**config.mk**
```make
export PLATFORM = sky130hd
export DESIGN_NAME = hta_div
export DESIGN_NICKNAME = d
export VERILOG_FILES = /design/src/design/hta_pkg.sv /design/src/design/hta_div.sv
export SDC_FILE = /design/constraint.sdc
export NUM_CORES = 1
export LEC_CHECK = 0
export ABC_CLOCK_PERIOD_IN_PS = 1070
export BUFFER_PORTS_ARGS = -buffer_cell sky130_fd_sc_hd__buf_2
export CORE_MARGIN = 3
export CORE_UTILIZATION = 46
export CTS_CLUSTER_SIZE = 10
export DETAILED_ROUTE_END_ITERATION = 10
export PLACE_DENSITY_LB_ADDON = 0.05
export SYNTH_ARGS = -nofsm -noshare
export SYNTH_HDL_FRONTEND = slang
export SYNTH_SLANG_ARGS = --single-unit
```
**constraint.sdc**
```tcl
create_clock -name clk -period 1.07 [get_ports clk]
set_input_delay 0.1605 -clock clk [delete_from_list [all_inputs] [get_ports clk]]
set_output_delay 0.1605 -clock clk [all_outputs]
set_load 0.01 [all_outputs]
```
**src/design/hta_pkg.sv**
```systemverilog
// Shared types and constants for the handle table allocator.
package hta_pkg;

    localparam int CMD_W        = 2;
    localparam int OBJ_W        = 32;
    localparam int HANDLE_IN_W  = 16;
    localparam int HANDLE_OUT_W = 11;
    localparam int STATUS_W     = 2;

    // Request commands
    localparam logic [CMD_W-1:0] CMD_PUSH   = 2'd0;
    localparam logic [CMD_W-1:0] CMD_REMOVE = 2'd1;
    localparam logic [CMD_W-1:0] CMD_GET    = 2'd2;

    // Result status codes
    localparam logic [STATUS_W-1:0] ST_OK        = 2'd0;
    localparam logic [STATUS_W-1:0] ST_FULL      = 2'd1;
    localparam logic [STATUS_W-1:0] ST_NOT_FOUND = 2'd2;

    // Sequencer states
    typedef enum logic [2:0] {
        S_IDLE,
        S_PUSH_ALLOC,
        S_PUSH_SLOT,
        S_PUSH_COMMIT,
        S_DIV,
        S_LOOKUP,
        S_RESULT
    } state_t;

endpackage

```
**src/design/hta_div.sv**
```systemverilog
// Divide of a 16-bit handle offset by a fixed divisor through reciprocal multiplication.
module hta_div #(
    parameter int DIVISOR = 64
) (
    input  logic                            clk,
    input  logic                            rst_n,
    input  logic                            start,
    input  logic [hta_pkg::HANDLE_IN_W-1:0] dividend,
    output logic                            done,
    output logic [hta_pkg::HANDLE_IN_W-1:0] quot,
    output logic [$clog2(DIVISOR)-1:0]      rem
);

    localparam int DW  = hta_pkg::HANDLE_IN_W;
    localparam int RW  = $clog2(DIVISOR);
    localparam int SH  = DW + RW;
    localparam int MW  = DW + 1;
    localparam int PRW = MW + DW;

    // ceil(2^SH / DIVISOR) gives the exact quotient for every DW-bit dividend
    localparam logic [63:0]   RECIP_WIDE = ((64'd1 << SH) + 64'(DIVISOR) - 64'd1) /
                                           64'(DIVISOR);
    localparam logic [MW-1:0] RECIP      = RECIP_WIDE[MW-1:0];
    localparam logic [DW-1:0] DIV_K      = DW'(DIVISOR);

    logic           ph1_reg, ph1_next;
    logic           ph2_reg, ph2_next;
    logic           done_reg, done_next;
    logic [DW-1:0]  dvd_reg, dvd_next;
    logic [DW-1:0]  quot_reg, quot_next;
    logic [RW-1:0]  rem_reg, rem_next;
    logic [PRW-1:0] prod;
    logic [DW-1:0]  back;

    // Load, then quotient, then remainder, one step per cycle
    always_comb
    begin
        prod      = PRW'(dvd_reg) * PRW'(RECIP);
        back      = quot_reg * DIV_K;
        ph1_next  = start;
        ph2_next  = ph1_reg;
        done_next = ph2_reg;
        dvd_next  = start ? dividend : dvd_reg;
        quot_next = ph1_reg ? DW'(prod >> SH) : quot_reg;
        rem_next  = ph2_reg ? RW'(dvd_reg - back) : rem_reg;
    end

    always_ff @(posedge clk or negedge rst_n)
    begin
        if (!rst_n)
        begin
            ph1_reg  <= 1'b0;
            ph2_reg  <= 1'b0;
            done_reg <= 1'b0;
        end
        else
        begin
            ph1_reg  <= ph1_next;
            ph2_reg  <= ph2_next;
            done_reg <= done_next;
        end
    end

    always_ff @(posedge clk)
    begin
        dvd_reg  <= dvd_next;
        quot_reg <= quot_next;
        rem_reg  <= rem_next;
    end

    assign done = done_reg;
    assign quot = quot_reg;
    assign rem  = rem_reg;

endmodule

```
=== Word level (Yosys, flattened, before mapping) ===
Index checks and enable logic that the tools add are counted.

* Flip-flop bits (word level): 35
* Bits of input ports: 19
* Word-level logic and storage cells: 7

* Add/sub/neg operators: 1

{| class="wikitable"
|+ Operators by type and width
! kind !! count
|-
| 6-bit by 1-bit subtractor with 6-bit output, second input constant || 1
|}

=== Depth between registers and ports, before layout ===
* Word-level depth: 1
* Depth in mapped cells: 1
* Depth with buffers taken out: 0

=== Least setup slack after synthesis ===
No wires, ideal clock.

* Path kind: register to register
* From: register ph1_reg
* To: register quot_reg[0], in the netlist quot[0] (enable)
* Data arrival time: 503 ps
* Required time: 730 ps
* Slack: 227 ps
* Stages on the path, launching flop included: 1
* Path buffers: 0
* Clock period less this slack: 843 ps
* Cells stage by stage: dfrtp_1

{| class="wikitable"
|+ RTL lines
! item !! RTL line !! RTL
|-
| start: declaration || hta_div.sv:26 || <nowiki>logic ph1_reg, ph1_next;</nowiki>
|-
| start signal: assignment || hta_div.sv:58 || <nowiki>ph1_reg <= ph1_next;</nowiki>
|-
| end signal: assignment || hta_div.sv:67 || <nowiki>quot_reg <= quot_next;</nowiki>
|-
| end: declaration || hta_div.sv:30 || <nowiki>logic [DW-1:0] quot_reg, quot_next;</nowiki>
|}

No word-level cell between the ends.

=== Worst setup path in the final report ===
* From: register quot_reg[7], in the netlist quot[7]
* To: output quot[7] in the netlist's numbering

{| class="wikitable"
|+ RTL lines
! item !! RTL line !! RTL
|-
| end: declaration || hta_div.sv:10 || <nowiki>output logic [hta_pkg::HANDLE_IN_W-1:0] quot,</nowiki>
|}

No word-level cell between the ends.

==> impl_summary.txt <==
----------------------------------------------------
[Timing]
  Final setup viols ... 0
  Highest achievable clock rate ... about 0.98 GHz
  Worst clock skew ... around 0.0030 ns
  Number of failing hold endpoints at the final stage ... 0
  Setup repair after global routing missed its margin ... no
  Setup TNS ... 0 ns
  Number of pins exceeding their max-slew limit in the final report ... 0
  Final period util ... between 90% and 100%
  Minimum clock period after layout ... approximately 1.0 ns

[Synthesis]
  Dominant cell type by area after synthesis ... sky130_fd_sc_hd__edfxtp_1
  Average size of a mapped cell ... 25.8 um2
  Number of enable flip-flop cells after synthesis ... 32
  Count leader, synth ... sky130_fd_sc_hd__edfxtp_1
  Most used flip-flop cell after synthesis ... sky130_fd_sc_hd__edfxtp_1
  Fraction of synthesized cell area taken by the top area cell type ... between 80% and 90%
  Number of warnings reported in the yosys synthesis log ... 0
  Most used standard cells in the synthesized netlist ... 32 x sky130_fd_sc_hd__edfxtp_1, 6 x sky130_fd_sc_hd__buf_4, 3 x sky130_fd_sc_hd__dfrtp_1, 1 x sky130_fd_sc_hd__conb_1
  Distinct cells, synth ... 4
  Post-synthesis cell count ... 42
  Number of register bits inferred by synthesis ... 35
  Post-synthesis sequential area ratio ... 95.5%
  Synthesized cell area ... around 1100 um2
  Largest cells by area after synthesis ... sky130_fd_sc_hd__edfxtp_1 89%, sky130_fd_sc_hd__dfrtp_1 6.9%, sky130_fd_sc_hd__buf_4 4.2%
  Fraction of registers with async set or reset after synthesis ... between 8 and 9%

[Cells and area]
  Layout cell share with drive strength beyond 1 ... a little under half
  Signed area change from the synthesized netlist to the final layout ... 27.0%
  Number of nets at the end of the flow ... around 110
  Antenna diodes ... 0
  Area of all placed cells without fillers ... between 1000 and 1500 um2
  Number of flip-flops in the largest register ... 16
  Fillers ... 150

[Floorplan]
  Chip height ... about 55 um
  Die area ... 2980 um2
  Placeable core area ... around 2100 um2
  Effective utilization at floorplan ... 51.6%
  Total number of placement rows ... 16
  Top-Level Pins ... 42
  Horiz. Die Dim ... about 55 um

[Worst setup path]
  Cell breakdown of the critical path ... buf_2
  WS Path Type ... register to primary output
  Category of cells accounting for the largest share of critical-path delay ... flip-flops
  Category of the worst setup path launch point ... register
  Worst EP arrival ... 0.86 ns
  Top fanout value on the critical path ... 1
  Slowest library cell on the worst path ... sky130_fd_sc_hd__edfxtp_1
  Worst stage delay on the critical path ... about 0.40 ns
  Critical Path Sink Type ... primary output
  Buffering stage count on the worst path with inverters included ... 1
  Required time at the worst-slack endpoint ... around 0.91 ns

[Hold path]
  Worst hold-check path type ... input pin to register

[Drt]
  Antenna-violating nets left ... 0
  Number of design-rule violations left by the first detailed-router iteration ... 2
  Detail-routed via count per cell ... about 4.3
  First-pass iteration count of the detailed router ... 3
  Routed length per instance ... ~12 um
  Remaining routing DRC violations ... 0
  Total Routed Length ... between 1 and 1.5 mm
  Via count of the routed design ... 504

[Placed design]
  DP Wirelength ... about 930 um
  Post-place instance area ... approximately 1300 um2
  Final GP Congestion ... about 0.66
  Number of I/O port buffers ... 35

[Power and ir drop]
  Combinational share of power ... under 10%
  Proportion of power drawn by flip-flops and latches ... about two thirds
  Sw Pwr ... 0.000476 W
  Maximum vdd drop ... 1.04 mV
  Clock share of power ... about 26%
  Switching fraction of total power ... 19.7%
  Leakage Power ... ~0.56 nW
  Total internal power ... between 0.0015 and 0.002 W
  Power Dens Cells ... about 1800 nW/um2

[CTS]
  Clock latency at the later pin of the worst-skew pair ... a little over 0.3 ns
  CTS Buffer Depth ... 2
  H-tree lvl count ... 2
  Number of buffers created by CTS ... 5
  Hold-fix buffer count after cts ... 1
  Clock sink count ... 35
  Clock tree from TritonCTS ... built
  Clock-pin transition on the worst setup and hold timing paths ... 0.09 ns
  CTS Root Buffer Type ... sky130_fd_sc_hd__clkbuf_4
  Setup repair bufs after CTS ... 0
  PostCTS Resize Cnt ... 0

[Global routing]
  GRT Resource Usage Total ... roughly a tenth
  Maximum number of pins on one net before global-route repair ... 18
  Aggregate global routing overflow ... 0
  Wire length of the first global-routing pass ... just under 2 mm
  Number of global-route vias before repair ... approximately 470
  Initial antenna violation count ... 0

[Run]
  Count of max-cap constraint violations ... 0

[Outcome]
  Run status ... finished clean

----------------------------------------------------
-- path summary, 6_finish.rpt --
| path | from | to | slack [ns] | cells past startpoint |
|---|---|---|---|---|
| setup / recovery | quot[7] | quot[7] | 0.05 | 1 |
| hold / removal | dividend[15] | dvd_reg[15] | 0.02 | 1 |
| setup reg to reg | ph1_reg | quot[6] | 0.14 | 0 |
| hold reg to reg | dvd_reg[15] | quot[9] | 0.43 | 0 |
| max in group asynchronous | rst_n | done_next | 0.81 | 2 |
| min in group asynchronous | rst_n | done | 0.16 | 2 |
-- metal layers --
layer  part of all wire (%)  up-vias  global-route usage [%]
li1                       -      242                       -
met1                     33      230                    10.3
met2                     56       30                    18.1
met3                    9.4        2                    4.90
met4                    1.2        0                    6.22
met5                      0        -                       0
-- cell usage in the layout, fill, tap and decap left out, drive strengths merged --
cell,instances
dlygate4sd3,6
buf,35
conb,6
edfxtp,32
clkbuf,7
dfrtp,3
clkinv,1
-- power by group through the flow --
stage          clock network, W  registers [W]  logic (W)
2_1_floorplan                 0        0.00170  0.0000254
3_3_place_gp                  0        0.00168   0.000130
3_5_place_dp                  0        0.00168   0.000131
4_1_cts                0.000650        0.00165   0.000134
5_1_grt                0.000715        0.00166   0.000165
6_report               0.000621        0.00165   0.000146
-- final cells by class --
class / instances / area [um2] / share of cell area, %
clock buffer: 7 / 45.0 / 3.27
timing repair buffer: 41 / 235 / 17.1
tap: 27 / 33.8 / 2.45
clock inverter: 1 / 5.00 / 0.363
sequential: 35 / 1040 / 75.2
multi-input combinational: 6 / 22.5 / 1.63
-- cell families after synthesis --
logic type             after synthesis  synth area share (%)
DFF                                 35                  95.5
buffers and inverters                6                  4.15
other                                1                 0.346
-- through the flow --
step                      util (%)  cells  worst slack, ns  power (W)  hold WS (ns)
after floorplan                  -     47            0.227    0.00173        -0.135
after global placement        60.3    103            0.144    0.00181       -0.0426
after detailed placement      60.3    103            0.134    0.00181       -0.0397
after CTS                     63.2    112           0.0424    0.00244       0.00117
after global routing          65.5    117          0.00816    0.00254     0.0000409
final                         65.5    117           0.0489    0.00242        0.0171
(Power assumes the default switching activity.)
